File: config.mk
export PLATFORM = sky130hd
export DESIGN_NAME = motor_position_pid_loop_core
export DESIGN_NICKNAME = d
export VERILOG_FILES = /design/src/mppl_pkg.sv /design/src/mppl_div.sv /design/src/mppl_datapath.sv /design/src/mppl_ctrl.sv /design/src/motor_position_pid_loop_core.sv
export VERILOG_INCLUDE_DIRS = /design/src /design/src/src
export SDC_FILE = /design/constraint.sdc
export NUM_CORES = 2
export LEC_CHECK = 0
export BUFFER_PORTS_ARGS = -buffer_cell sky130_fd_sc_hd__buf_2
export CORE_ASPECT_RATIO = 1.25
export CORE_MARGIN = 2
export CORE_UTILIZATION = 40
export CTS_CLUSTER_DIAMETER = 60
export DETAILED_ROUTE_END_ITERATION = 10
export SKIP_CTS_REPAIR_TIMING = 1
export SYNTH_ARGS = -nofsm -noshare
export SYNTH_HDL_FRONTEND = slang
export SYNTH_SLANG_ARGS = --single-unit
File: constraint.sdc
create_clock -name clk -period 12.49 [get_ports clk]
set_input_delay 1.8735 -clock clk [delete_from_list [all_inputs] [get_ports clk]]
set_output_delay 1.8735 -clock clk [all_outputs]
set_load 0.02 [all_outputs]
File: src/motor_position_pid_loop_core_defines.svh
// Assertion macros shared by the motor position PID loop RTL.
`ifndef MOTOR_POSITION_PID_LOOP_CORE_DEFINES_SVH
`define MOTOR_POSITION_PID_LOOP_CORE_DEFINES_SVH
`ifndef SYNTHESIS
// Same-cycle implication, sampled on clk, off during reset.
`define MPPL_ASSERT_IMP(lbl, ante, cons, msg) \
	lbl: assert property (@(posedge clk) disable iff (!arst_n) (ante) |-> (cons)) \
		else $error(msg);
// Next-cycle implication, sampled on clk, off during reset.
`define MPPL_ASSERT_NXT(lbl, ante, cons, msg) \
	lbl: assert property (@(posedge clk) disable iff (!arst_n) (ante) |=> (cons)) \
		else $error(msg);
`else
`define MPPL_ASSERT_IMP(lbl, ante, cons, msg)
`define MPPL_ASSERT_NXT(lbl, ante, cons, msg)
`endif
`endif

File: src/mppl_pkg.sv
// Types and constants shared by the motor position PID loop modules.
package mppl_pkg;
	localparam int DVD_W   = 21;
	localparam int DSR_W   = 13;
	localparam int RAW_W   = 12;
	localparam int ANGLE_W = 9;
	localparam int TURN_W  = 12;
	localparam int SHAFT_W = 20;
	localparam int ERR_W   = 21;
	localparam int COEF_W  = 24;
	localparam int PROD_W  = COEF_W + ERR_W;
	localparam int ACC_W   = 48;
	localparam int DRV_W   = 32;
	localparam int MAG_W   = 16;
	localparam int ADDR_W  = 4;

	localparam logic [1:0] REG_COEF_NOW   = 2'd0;
	localparam logic [1:0] REG_COEF_PREV  = 2'd1;
	localparam logic [1:0] REG_COEF_PREV2 = 2'd2;

	typedef enum logic [1:0] {
		MUL_NOW   = 2'd0,
		MUL_PREV  = 2'd1,
		MUL_PREV2 = 2'd2
	} mul_sel_t;

	typedef struct packed {
		logic     load_in;
		logic     div_go;
		logic     cap_enc;
		logic     turn_upd;
		logic     cap_pot;
		logic     cap_avg;
		logic     mul_go;
		mul_sel_t mul_sel;
		logic     acc_init;
		logic     acc_add;
		logic     finish;
	} cmd_t;

	typedef struct packed {
		logic div_busy;
		logic div_done;
		logic out_free;
	} sts_t;
endpackage

File: src/mppl_div.sv
// Radix-2 restoring divider, one quotient bit per cycle.
module mppl_div (
	input  logic                        clk,
	input  logic                        arst_n,
	input  logic                        go,
	input  logic [mppl_pkg::DVD_W-1:0] dividend,
	input  logic [mppl_pkg::DSR_W-1:0] divisor,
	output logic [mppl_pkg::DVD_W-1:0] quotient,
	output logic                        busy,
	output logic                        done
);
	import mppl_pkg::*;

	localparam int CNT_W = $clog2(DVD_W);

	logic [DVD_W-1:0] quo_q;
	logic [DSR_W-1:0] rem_q;
	logic [CNT_W-1:0] cnt_q;
	logic             busy_q;
	logic             done_q;
	logic [DSR_W:0]   rem_sh;
	logic [DSR_W+1:0] diff;

	assign rem_sh = {rem_q, quo_q[DVD_W-1]};
	assign diff   = {1'b0, rem_sh} - {2'b00, divisor};

	always_ff @(posedge clk or negedge arst_n) begin
		if (!arst_n) begin
			busy_q <= 1'b0;
			done_q <= 1'b0;
			cnt_q  <= '0;
		end else begin
			done_q <= busy_q && (cnt_q == '0);
			if (go) begin
				busy_q <= 1'b1;
				cnt_q  <= CNT_W'(DVD_W - 1);
			end else if (busy_q) begin
				if (cnt_q == '0) begin
					busy_q <= 1'b0;
				end
				cnt_q <= cnt_q - 1'b1;
			end
		end
	end

	always_ff @(posedge clk) begin
		if (go) begin
			quo_q <= dividend;
			rem_q <= '0;
		end else if (busy_q) begin
			if (!diff[DSR_W+1]) begin
				rem_q <= diff[DSR_W-1:0];
				quo_q <= {quo_q[DVD_W-2:0], 1'b1};
			end else begin
				rem_q <= rem_sh[DSR_W-1:0];
				quo_q <= {quo_q[DVD_W-2:0], 1'b0};
			end
		end
	end

	assign quotient = quo_q;
	assign busy     = busy_q;
	assign done     = done_q;
endmodule

File: src/mppl_datapath.sv
// Datapath: angle scaling, unwrap, moving average, shared multiply and drive accumulator.
module mppl_datapath #(
	parameter int WINDOW_LEN          = 20,
	parameter int ENCODER_FULL_SCALE  = 4088,
	parameter int SETPOINT_FULL_SCALE = 4096,
	parameter int TURN_LIMIT          = 2047
) (
	input  logic                                clk,
	input  logic                                arst_n,
	input  mppl_pkg::cmd_t                      cmd,
	output mppl_pkg::sts_t                      sts,
	input  logic [mppl_pkg::RAW_W-1:0]          encoder_sample,
	input  logic [mppl_pkg::RAW_W-1:0]          setpoint_sample,
	input  logic signed [mppl_pkg::COEF_W-1:0]  coef_error_now,
	input  logic signed [mppl_pkg::COEF_W-1:0]  coef_error_prev,
	input  logic signed [mppl_pkg::COEF_W-1:0]  coef_error_prev2,
	output logic                                out_valid,
	input  logic                                out_ready,
	output logic [mppl_pkg::MAG_W-1:0]          drive_magnitude,
	output logic                                drive_forward,
	output logic [mppl_pkg::SHAFT_W-1:0]        shaft_angle,
	output logic [mppl_pkg::ANGLE_W-1:0]        setpoint_angle
);
	import mppl_pkg::*;

	localparam int IDX_W  = (WINDOW_LEN > 1) ? $clog2(WINDOW_LEN) : 1;
	localparam int FILL_W = $clog2(WINDOW_LEN + 1);
	localparam int SUM_W  = ANGLE_W + FILL_W;
	localparam logic [ANGLE_W-1:0] ANGLE_MAX = '1;
	localparam logic signed [TURN_W-1:0] TURN_HI = TURN_W'(TURN_LIMIT);
	localparam logic signed [TURN_W-1:0] TURN_LO = -TURN_W'(TURN_LIMIT);
	localparam logic signed [DRV_W-1:0] DRV_MAX = {1'b0, {(DRV_W-1){1'b1}}};
	localparam logic signed [DRV_W-1:0] DRV_MIN = {1'b1, {(DRV_W-1){1'b0}}};

	// degrees = floor(raw * 360 / full scale) as raw * ceil(2^24 * 360 / full scale) >> 24;
	// exact for every 12-bit raw value and full scale up to 4096
	localparam int SCL_K = 24;
	localparam int RCP_W = 33;
	localparam logic [RCP_W-1:0] ENC_RCP = RCP_W'(((64'd360 << SCL_K) +
		64'(ENCODER_FULL_SCALE) - 64'd1) / 64'(ENCODER_FULL_SCALE));
	localparam logic [RCP_W-1:0] POT_RCP = RCP_W'(((64'd360 << SCL_K) +
		64'(SETPOINT_FULL_SCALE) - 64'd1) / 64'(SETPOINT_FULL_SCALE));

	// input capture
	logic [RAW_W-1:0] enc_q, pot_q;

	// angle scaling
	logic [RAW_W+RCP_W-1:0] enc_prod, pot_prod;
	logic [DVD_W-1:0] enc_full, pot_full;
	logic [ANGLE_W-1:0] enc_deg, pot_deg;

	// divider hookup
	logic [DVD_W-1:0] dvd, quo;
	logic [DSR_W-1:0] dsr;
	logic div_busy, div_done;

	// angle state
	logic [ANGLE_W-1:0] angle_q, prev_q;
	logic signed [TURN_W-1:0] turn_q;
	logic signed [ANGLE_W:0] diff;
	logic signed [ERR_W-1:0] shaft_full;
	logic [SHAFT_W-1:0] shaft_q;

	// window
	logic [ANGLE_W-1:0] win_mem [WINDOW_LEN];
	logic [WINDOW_LEN-1:0] win_vld_q;
	logic [ANGLE_W-1:0] rd_q;
	logic rd_vld_q;
	logic [IDX_W-1:0] idx_q;
	logic [FILL_W-1:0] fill_q;
	logic [SUM_W-1:0] sum_q;
	logic [ANGLE_W-1:0] old_val;

	// PID
	logic [ANGLE_W-1:0] avg_q;
	logic signed [ERR_W-1:0] err_q, e1_q, e2_q;
	logic signed [COEF_W-1:0] mul_a;
	logic signed [ERR_W-1:0] mul_b;
	logic signed [PROD_W-1:0] prod_q;
	logic signed [ACC_W-1:0] acc_q;
	logic signed [DRV_W-1:0] drive_q;
	logic signed [ACC_W-9:0] t_trunc;
	logic signed [DRV_W-1:0] t_sat;
	logic [DRV_W:0] t_abs;

	// output register
	logic out_vld_q;

	assign enc_prod = {{RCP_W{1'b0}}, enc_q} * {{RAW_W{1'b0}}, ENC_RCP};
	assign pot_prod = {{RCP_W{1'b0}}, pot_q} * {{RAW_W{1'b0}}, POT_RCP};
	assign enc_full = enc_prod[SCL_K +: DVD_W];
	assign pot_full = pot_prod[SCL_K +: DVD_W];
	assign enc_deg  = (enc_full > DVD_W'(ANGLE_MAX)) ? ANGLE_MAX : enc_full[ANGLE_W-1:0];
	assign pot_deg  = (pot_full > DVD_W'(ANGLE_MAX)) ? ANGLE_MAX : pot_full[ANGLE_W-1:0];

	// the divider only forms the window average
	assign dvd = DVD_W'(sum_q);
	assign dsr = DSR_W'(fill_q);

	mppl_div u_div (
		.clk      (clk),
		.arst_n   (arst_n),
		.go       (cmd.div_go),
		.dividend (dvd),
		.divisor  (dsr),
		.quotient (quo),
		.busy     (div_busy),
		.done     (div_done)
	);

	always_ff @(posedge clk) begin
		if (cmd.load_in) begin
			enc_q <= encoder_sample;
			pot_q <= setpoint_sample;
		end
		if (cmd.cap_enc) begin
			angle_q <= enc_deg;
		end
	end

	// unwrap: a rise over half a turn removes a turn, a fall adds one
	assign diff = $signed({1'b0, angle_q}) - $signed({1'b0, prev_q});
	assign shaft_full = ERR_W'(turn_q) * 21'sd360 + $signed({12'd0, angle_q});

	always_ff @(posedge clk or negedge arst_n) begin
		if (!arst_n) begin
			prev_q <= '0;
			turn_q <= '0;
		end else if (cmd.turn_upd) begin
			prev_q <= angle_q;
			if (diff > 10'sd180) begin
				if (turn_q > TURN_LO) begin
					turn_q <= turn_q - 1'b1;
				end
			end else if (diff < -10'sd180) begin
				if (turn_q < TURN_HI) begin
					turn_q <= turn_q + 1'b1;
				end
			end
		end
	end

	// window memory: read the slot about to be replaced, write it when the new value lands
	always_ff @(posedge clk) begin
		if (cmd.turn_upd) begin
			rd_q <= win_mem[idx_q];
		end
		if (cmd.cap_pot) begin
			win_mem[idx_q] <= pot_deg;
		end
		if (cmd.cap_pot) begin
			shaft_q <= shaft_full[ERR_W-1] ? '0 : shaft_full[SHAFT_W-1:0];
		end
	end

	assign old_val = rd_vld_q ? rd_q : '0;

	always_ff @(posedge clk or negedge arst_n) begin
		if (!arst_n) begin
			win_vld_q <= '0;
			rd_vld_q  <= 1'b0;
			idx_q     <= '0;
			fill_q    <= '0;
			sum_q     <= '0;
		end else begin
			if (cmd.turn_upd) begin
				rd_vld_q <= win_vld_q[idx_q];
			end
			if (cmd.cap_pot) begin
				win_vld_q[idx_q] <= 1'b1;
				sum_q <= sum_q - SUM_W'(old_val) + SUM_W'(pot_deg);
				idx_q <= (idx_q == IDX_W'(WINDOW_LEN - 1)) ? '0 : idx_q + 1'b1;
				if (fill_q != FILL_W'(WINDOW_LEN)) begin
					fill_q <= fill_q + 1'b1;
				end
			end
		end
	end

	// shared multiplier, one product per cycle
	always_comb begin
		case (cmd.mul_sel)
			MUL_NOW: begin
				mul_a = coef_error_now;
				mul_b = err_q;
			end
			MUL_PREV: begin
				mul_a = coef_error_prev;
				mul_b = e1_q;
			end
			MUL_PREV2: begin
				mul_a = coef_error_prev2;
				mul_b = e2_q;
			end
			default: begin
				mul_a = '0;
				mul_b = '0;
			end
		endcase
	end

	always_ff @(posedge clk) begin
		if (cmd.cap_avg) begin
			avg_q <= quo[ANGLE_W-1:0];
			err_q <= $signed({12'd0, quo[ANGLE_W-1:0]}) - $signed({1'b0, shaft_q});
		end
		if (cmd.mul_go) begin
			prod_q <= mul_a * mul_b;
		end
		if (cmd.acc_init) begin
			acc_q <= {{(ACC_W-DRV_W-8){drive_q[DRV_W-1]}}, drive_q, 8'd0};
		end else if (cmd.acc_add) begin
			acc_q <= acc_q + ACC_W'(prod_q);
		end
	end

	// divide by 256 toward zero, then clamp to 32 bits
	assign t_trunc = (ACC_W-8)'((acc_q >>> 8) + $signed({{(ACC_W-9){1'b0}},
		acc_q[ACC_W-1] && (acc_q[7:0] != 8'd0)}));
	assign t_sat = (t_trunc > (ACC_W-8)'(DRV_MAX)) ? DRV_MAX :
		(t_trunc < (ACC_W-8)'(DRV_MIN)) ? DRV_MIN : t_trunc[DRV_W-1:0];
	assign t_abs = t_sat[DRV_W-1] ? -{t_sat[DRV_W-1], t_sat} : {1'b0, t_sat};

	always_ff @(posedge clk or negedge arst_n) begin
		if (!arst_n) begin
			drive_q   <= '0;
			e1_q      <= '0;
			e2_q      <= '0;
			out_vld_q <= 1'b0;
		end else begin
			if (cmd.finish) begin
				drive_q   <= t_sat;
				e2_q      <= e1_q;
				e1_q      <= err_q;
				out_vld_q <= 1'b1;
			end else if (out_ready) begin
				out_vld_q <= 1'b0;
			end
		end
	end

	always_ff @(posedge clk) begin
		if (cmd.finish) begin
			drive_magnitude <= (t_abs > (DRV_W+1)'(16'hFFFF)) ? '1 : t_abs[MAG_W-1:0];
			drive_forward   <= !t_sat[DRV_W-1] && (t_sat != '0);
			shaft_angle     <= shaft_q;
			setpoint_angle  <= avg_q;
		end
	end

	assign out_valid    = out_vld_q;
	assign sts.div_busy = div_busy;
	assign sts.div_done = div_done;
	assign sts.out_free = !out_vld_q || out_ready;
endmodule

File: src/mppl_ctrl.sv
// Controller: sequences one control tick through the datapath.
module mppl_ctrl (
	input  logic           clk,
	input  logic           arst_n,
	input  logic           in_valid,
	output logic           in_ready,
	input  mppl_pkg::sts_t sts,
	output mppl_pkg::cmd_t cmd
);
	import mppl_pkg::*;

	typedef enum logic [10:0] {
		ST_IDLE = 11'b000_0000_0001,
		ST_SENC = 11'b000_0000_0010,
		ST_TURN = 11'b000_0000_0100,
		ST_SPOT = 11'b000_0000_1000,
		ST_DAVG = 11'b000_0001_0000,
		ST_WAVG = 11'b000_0010_0000,
		ST_MUL0 = 11'b000_0100_0000,
		ST_MUL1 = 11'b000_1000_0000,
		ST_MUL2 = 11'b001_0000_0000,
		ST_MACC = 11'b010_0000_0000,
		ST_FIN  = 11'b100_0000_0000
	} state_t;

	state_t state_q, state_d;

	always_ff @(posedge clk or negedge arst_n) begin
		if (!arst_n) begin
			state_q <= ST_IDLE;
		end else begin
			state_q <= state_d;
		end
	end

	always_comb begin
		state_d  = state_q;
		cmd      = '0;
		in_ready = 1'b0;
		case (state_q)
			ST_IDLE: begin
				in_ready = 1'b1;
				if (in_valid) begin
					cmd.load_in = 1'b1;
					state_d     = ST_SENC;
				end
			end
			ST_SENC: begin
				cmd.cap_enc = 1'b1;
				state_d     = ST_TURN;
			end
			ST_TURN: begin
				cmd.turn_upd = 1'b1;
				state_d      = ST_SPOT;
			end
			ST_SPOT: begin
				cmd.cap_pot = 1'b1;
				state_d     = ST_DAVG;
			end
			ST_DAVG: begin
				cmd.div_go = 1'b1;
				state_d    = ST_WAVG;
			end
			ST_WAVG: begin
				if (sts.div_done) begin
					cmd.cap_avg = 1'b1;
					state_d     = ST_MUL0;
				end
			end
			ST_MUL0: begin
				cmd.mul_go   = 1'b1;
				cmd.mul_sel  = MUL_NOW;
				cmd.acc_init = 1'b1;
				state_d      = ST_MUL1;
			end
			ST_MUL1: begin
				cmd.mul_go  = 1'b1;
				cmd.mul_sel = MUL_PREV;
				cmd.acc_add = 1'b1;
				state_d     = ST_MUL2;
			end
			ST_MUL2: begin
				cmd.mul_go  = 1'b1;
				cmd.mul_sel = MUL_PREV2;
				cmd.acc_add = 1'b1;
				state_d     = ST_MACC;
			end
			ST_MACC: begin
				cmd.acc_add = 1'b1;
				state_d     = ST_FIN;
			end
			ST_FIN: begin
				// hold until the output register can take the result
				if (sts.out_free) begin
					cmd.finish = 1'b1;
					state_d    = ST_IDLE;
				end
			end
			default: begin
				state_d = ST_IDLE;
			end
		endcase
	end
endmodule

File: src/motor_position_pid_loop_core.sv
// Top level of the motor position PID loop: stream ports, register port, controller and datapath.
//
// One input transfer is one control tick: a raw 12-bit encoder reading and a raw 12-bit
// setpoint reading. The encoder reading is scaled to degrees and unwrapped into a multi-turn
// shaft angle (turn count saturates at +/-TURN_LIMIT, angle clamped at zero); the setpoint is
// scaled and smoothed by a WINDOW_LEN-tap moving average that divides by the samples held
// during warm-up. An incremental PID then adds (c0*e + c1*e1 + c2*e2)/256 to a signed 32-bit
// drive accumulator, truncating toward zero and saturating. Each tick yields one output
// transfer with drive magnitude (saturated at 65535), direction and both angles.
// Each item runs in order from its input transfer until the next one can be taken: the
// accept cycle; scaling the encoder reading (reciprocal multiply), updating the turn count
// and storing the scaled setpoint in the window; the average on a radix-2 divider (start,
// one quotient bit per dividend bit, done); products on one shared 24x21 multiplier with
// their accumulation; and a finishing cycle, in which the result lands in the output register.
// The finishing cycle stretches only while an earlier result still waits.
// Items are handled one at a time; a result waiting in the output register does not stop
// the next item from being accepted. The three coefficients must be written over the register
// port only while the block is idle, which it does not enforce; reads are 24-bit, zero-extended.
`include "motor_position_pid_loop_core_defines.svh"
module motor_position_pid_loop_core #(
	parameter int WINDOW_LEN          = 20,
	parameter int ENCODER_FULL_SCALE  = 4088,
	parameter int SETPOINT_FULL_SCALE = 4096,
	parameter int TURN_LIMIT          = 2047
) (
	input  logic                          clk,
	input  logic                          arst_n,
	// input stream
	input  logic                          s_tvalid,
	output logic                          s_tready,
	input  logic [23:0]                   s_tdata,  // [11:0] encoder_sample, [23:12] setpoint_sample
	// output stream
	output logic                          m_tvalid,
	input  logic                          m_tready,
	output logic [47:0]                   m_tdata,  // [15:0] drive_magnitude, [16] drive_forward,
	                                                 // [36:17] shaft_angle, [45:37] setpoint_angle
	// register port
	input  logic                          psel,
	input  logic                          penable,
	input  logic                          pwrite,
	input  logic [mppl_pkg::ADDR_W-1:0]   paddr,
	input  logic [31:0]                   pwdata,
	output logic [31:0]                   prdata,
	output logic                          pready
);
	import mppl_pkg::*;

	cmd_t cmd;
	sts_t sts;

	logic signed [COEF_W-1:0] coef_now_q, coef_prev_q, coef_prev2_q;
	logic cfg_wr;

	logic [MAG_W-1:0]   drive_magnitude;
	logic               drive_forward;
	logic [SHAFT_W-1:0] shaft_angle;
	logic [ANGLE_W-1:0] setpoint_angle;

	// register port: zero wait states, write lands on the access cycle
	assign pready = 1'b1;
	assign cfg_wr = psel && penable && pwrite && pready;

	always_ff @(posedge clk or negedge arst_n) begin
		if (!arst_n) begin
			coef_now_q   <= 24'sd922573;
			coef_prev_q  <= -24'sd1780502;
			coef_prev2_q <= 24'sd858240;
		end else if (cfg_wr) begin
			case (paddr[3:2])
				REG_COEF_NOW:   coef_now_q   <= pwdata[COEF_W-1:0];
				REG_COEF_PREV:  coef_prev_q  <= pwdata[COEF_W-1:0];
				REG_COEF_PREV2: coef_prev2_q <= pwdata[COEF_W-1:0];
				default: begin
				end
			endcase
		end
	end

	always_comb begin
		case (paddr[3:2])
			REG_COEF_NOW:   prdata = {8'd0, coef_now_q};
			REG_COEF_PREV:  prdata = {8'd0, coef_prev_q};
			REG_COEF_PREV2: prdata = {8'd0, coef_prev2_q};
			default:        prdata = '0;
		endcase
	end

	mppl_ctrl u_ctrl (
		.clk      (clk),
		.arst_n   (arst_n),
		.in_valid (s_tvalid),
		.in_ready (s_tready),
		.sts      (sts),
		.cmd      (cmd)
	);

	mppl_datapath #(
		.WINDOW_LEN          (WINDOW_LEN),
		.ENCODER_FULL_SCALE  (ENCODER_FULL_SCALE),
		.SETPOINT_FULL_SCALE (SETPOINT_FULL_SCALE),
		.TURN_LIMIT          (TURN_LIMIT)
	) u_dp (
		.clk              (clk),
		.arst_n           (arst_n),
		.cmd              (cmd),
		.sts              (sts),
		.encoder_sample   (s_tdata[11:0]),
		.setpoint_sample  (s_tdata[23:12]),
		.coef_error_now   (coef_now_q),
		.coef_error_prev  (coef_prev_q),
		.coef_error_prev2 (coef_prev2_q),
		.out_valid        (m_tvalid),
		.out_ready        (m_tready),
		.drive_magnitude  (drive_magnitude),
		.drive_forward    (drive_forward),
		.shaft_angle      (shaft_angle),
		.setpoint_angle   (setpoint_angle)
	);

	assign m_tdata = {2'b00, setpoint_angle, shaft_angle, drive_forward, drive_magnitude};

	// an accepted tick keeps the input closed while it is worked on
	`MPPL_ASSERT_NXT(a_in_closes, s_tvalid && s_tready, !s_tready, "input open after transfer")
	// the divider never runs while the block waits for a new tick
	`MPPL_ASSERT_IMP(a_div_idle, sts.div_busy, !s_tready, "divider busy while idle")
	// forward drive always carries a nonzero magnitude
	`MPPL_ASSERT_IMP(a_fwd_mag, m_tvalid && m_tdata[16], m_tdata[15:0] != 16'd0,
		"forward drive with zero magnitude")
endmodule

==> metrics.txt <==
status=completed; RSZ-0062 raised after global routing=no; met3 usage=0.0299; total track usage=0.204; GP Congestion=0.922; Clock Tree Root=clkbuf_16; reg2reg path depth=31; H-tree depth=3; DRC violations left=0; Routed WL=149 mm; Top Usage Layer GRT=met2; fin crit share=0.874; worst hold path startpoint=u_dp.avg_q[8]; most used cell, CP=fa_1; I/O Pins=150; die area=148000 um^2; M1 GR Usage=0.243; Seq/Total Area, Yosys=0.326; crit path max-delay cell type=a221oi_1; final instance area=63500 um^2; post-synthesis sequential element count=676; Worst-path clk slew=60 ps; worst reg2reg endpoint=u_dp.prod_q[44]; relative slew slack=0.127; CTS tree=yes; Worst setup EP type=flop; Fill cells=13600; CP required=12870 ps; Achievable Freq=91.6 MHz; skew final=79.2 ps; Nets=6760; slowest cell delay on critical path=1010 ps; Max clock buf depth=3; initial antenna violation count=11; final hold violations=0; Worst path top cell family by delay=adder cells; Clock Sinks=676; cell with the most instances after synthesis=inv_1; Avg Synthesized Cell Area=10.4 um^2; worst-skew pair later-pin latency=710 ps; first-pass GRT wire length=235 mm; EDFF count, synth=417; Post-Syn Area=57900 um^2; Die Y=430 um; Vias per Instance=5.25; router iterations before antenna repair=6; Starting Density=0.402; Post-Route Utilization=0.440; FP Rows=156; vias in the first global route=42200; final slew viol count=0; vias=40000; Detailed Route Iter0 Violations=2279; max-cap violations=0; WHS Path Cells=0; die extent in x=344 um; Final TNS setup=0 ps; share of cells above drive strength 1=0.109; grt met2 use=0.365; hold path endpoint=u_dp.setpoint_angle[8]; Area after DPL=60900 um^2; startpoint types=flop; CP Max Fanout=36; most common library cells after synthesis=inv_1 (947), fa_1 (623), nand2_1 (604), edfxtp_1 (417), ha_1 (398); Yosys cell types=91; R2R Path Start=u_ctrl.state_q[1]; Final ANT Viol Nets=0; post-DR wirelength/cell=19.5 um; Synth area leaders=edfxtp_1 (22%), fa_1 (22%), dfrtp_1 (8.6%), ha_1 (8.6%), inv_1 (6.1%); Critical path buffers and inverters=5; Layout area overhead=9.55%; asr flop ratio synth=0.342; DPL Wire Length=117 mm; worst path arrival time=11300 ps; CTS Buf Count=78; Hold Crit Class=reg -> reg; Most used DFF post-synth=edfxtp_1; Final Critical Period=10920 ps; Post-Syn Instances=5581; reg2reg setup slack=1570 ps; worst-margin pin slew=1310 ps; Ys Warns=0; largest net degree at the start of global routing=151; crit path kind=reg -> reg; IO buf count=128; # setup viols final=0; core area=144000 um^2; post-synth top area share=0.216; total grt overflow=0; dominant cell type by area after synthesis=edfxtp_1
-- cell usage in the layout (no fill, tap or decap), types with 81 or more instances in the layout --
cell type / n
inv_1: 947
fa_1: 623
nand2_1: 602
edfxtp_1: 417
ha_1: 398
nor2_1: 379
o21ai_0: 209
dfrtp_1: 198
a21oi_1: 162
xnor2_1: 150
mux2_2: 132
buf_2: 127
and2_1: 90
xor2_1: 81
-- how the worst max path moves through the flow --
stage,to,start,slack (ps),cells past startpoint
floorplan,u_dp.prod_q[41],u_ctrl.state_q[1],2810,32
global placement,u_dp.prod_q[44],u_ctrl.state_q[1],1740,31
detailed placement,u_dp.prod_q[44],u_ctrl.state_q[1],1620,31
CTS,u_dp.prod_q[44],u_ctrl.state_q[1],1570,31
global route,u_dp.prod_q[44],u_ctrl.state_q[1],1020,31
finish,u_dp.prod_q[44],u_ctrl.state_q[1],1570,31
-- registers in the layout, summed over array words and instances (netlist names), 12 cells and up --
| name | cells |
|---|---|
| u_dp.enc_q | 12 |
| coef_now_q | 24 |
| u_dp.e2_q | 21 |
| u_dp.win_vld_q | 20 |
| coef_prev_q | 24 |
| u_dp.acc_q | 48 |
| u_dp.err_q | 21 |
| u_dp.drive_q | 32 |
| u_dp.win_mem | 180 |
| u_dp.drive_magnitude | 16 |
| u_dp.e1_q | 21 |
| u_dp.pot_q | 12 |
| u_dp.shaft_angle | 20 |
| u_dp.u_div.rem_q | 13 |
| u_dp.sum_q | 14 |
| u_dp.prod_q | 45 |
| coef_prev2_q | 24 |
| u_dp.shaft_q | 20 |
| u_dp.u_div.quotient | 21 |
| u_dp.turn_q | 12 |
-- worst register-to-register path: cells and delay by family (launching register included) --
family | cells | cell delay [ps]
DFF | 1 | 470
AOI/OAI and AO/OA | 8 | 2850
and+or+nand+nor | 9 | 2600
adders and majority gates | 8 | 4040
buffers and inverters | 5 | 580
xor gates and xnor gates | 1 | 80
-- stage by stage --
step	setup slack, ps	cells	hold slack (ps)
finish	1570	7635	418
floorplan	2810	5590	400
detailed placement	1620	7488	405
CTS	1570	7633	419
global placement	1740	7488	404
global route	1020	7633	422
-- layout make-up --
type,count,area [um^2],area share
Antenna cell,2,5.00,0.0000788
Timing Repair Buffer,208,1280,0.0201
Sequential cell,676,18900,0.298
Clock buffer,98,2080,0.0327
Multi-Input combinational cell,3760,34800,0.548
Clock inverter,47,499,0.00786
Tap cell,1896,2370,0.0374
Inverter,948,3560,0.0561
-- per-layer routing --
| metal | part of all wire | vias to the layer above |
|---|---|---|
| li1 | - | 18700 |
| met1 | 0.40 | 20100 |
| met5 | 0.00076 | - |
| met3 | 0.049 | 315 |
| met2 | 0.51 | 968 |
| met4 | 0.040 | 18 |
-- kinds of logic after synthesis --
logic type / synth area share
adder cells (fa/ha/maj): 0.301
AND/OR/NAND/NOR: 0.117
buffers and inverters: 0.0762
multiplexers: 0.0551
flip-flops: 0.326
AO/OA/AOI/OAI: 0.0882
XOR/XNOR: 0.0356
other: 0.000130
Power is not shown: default switching activity piles up to over one toggle a cycle in this logic, so the estimate is an artifact.
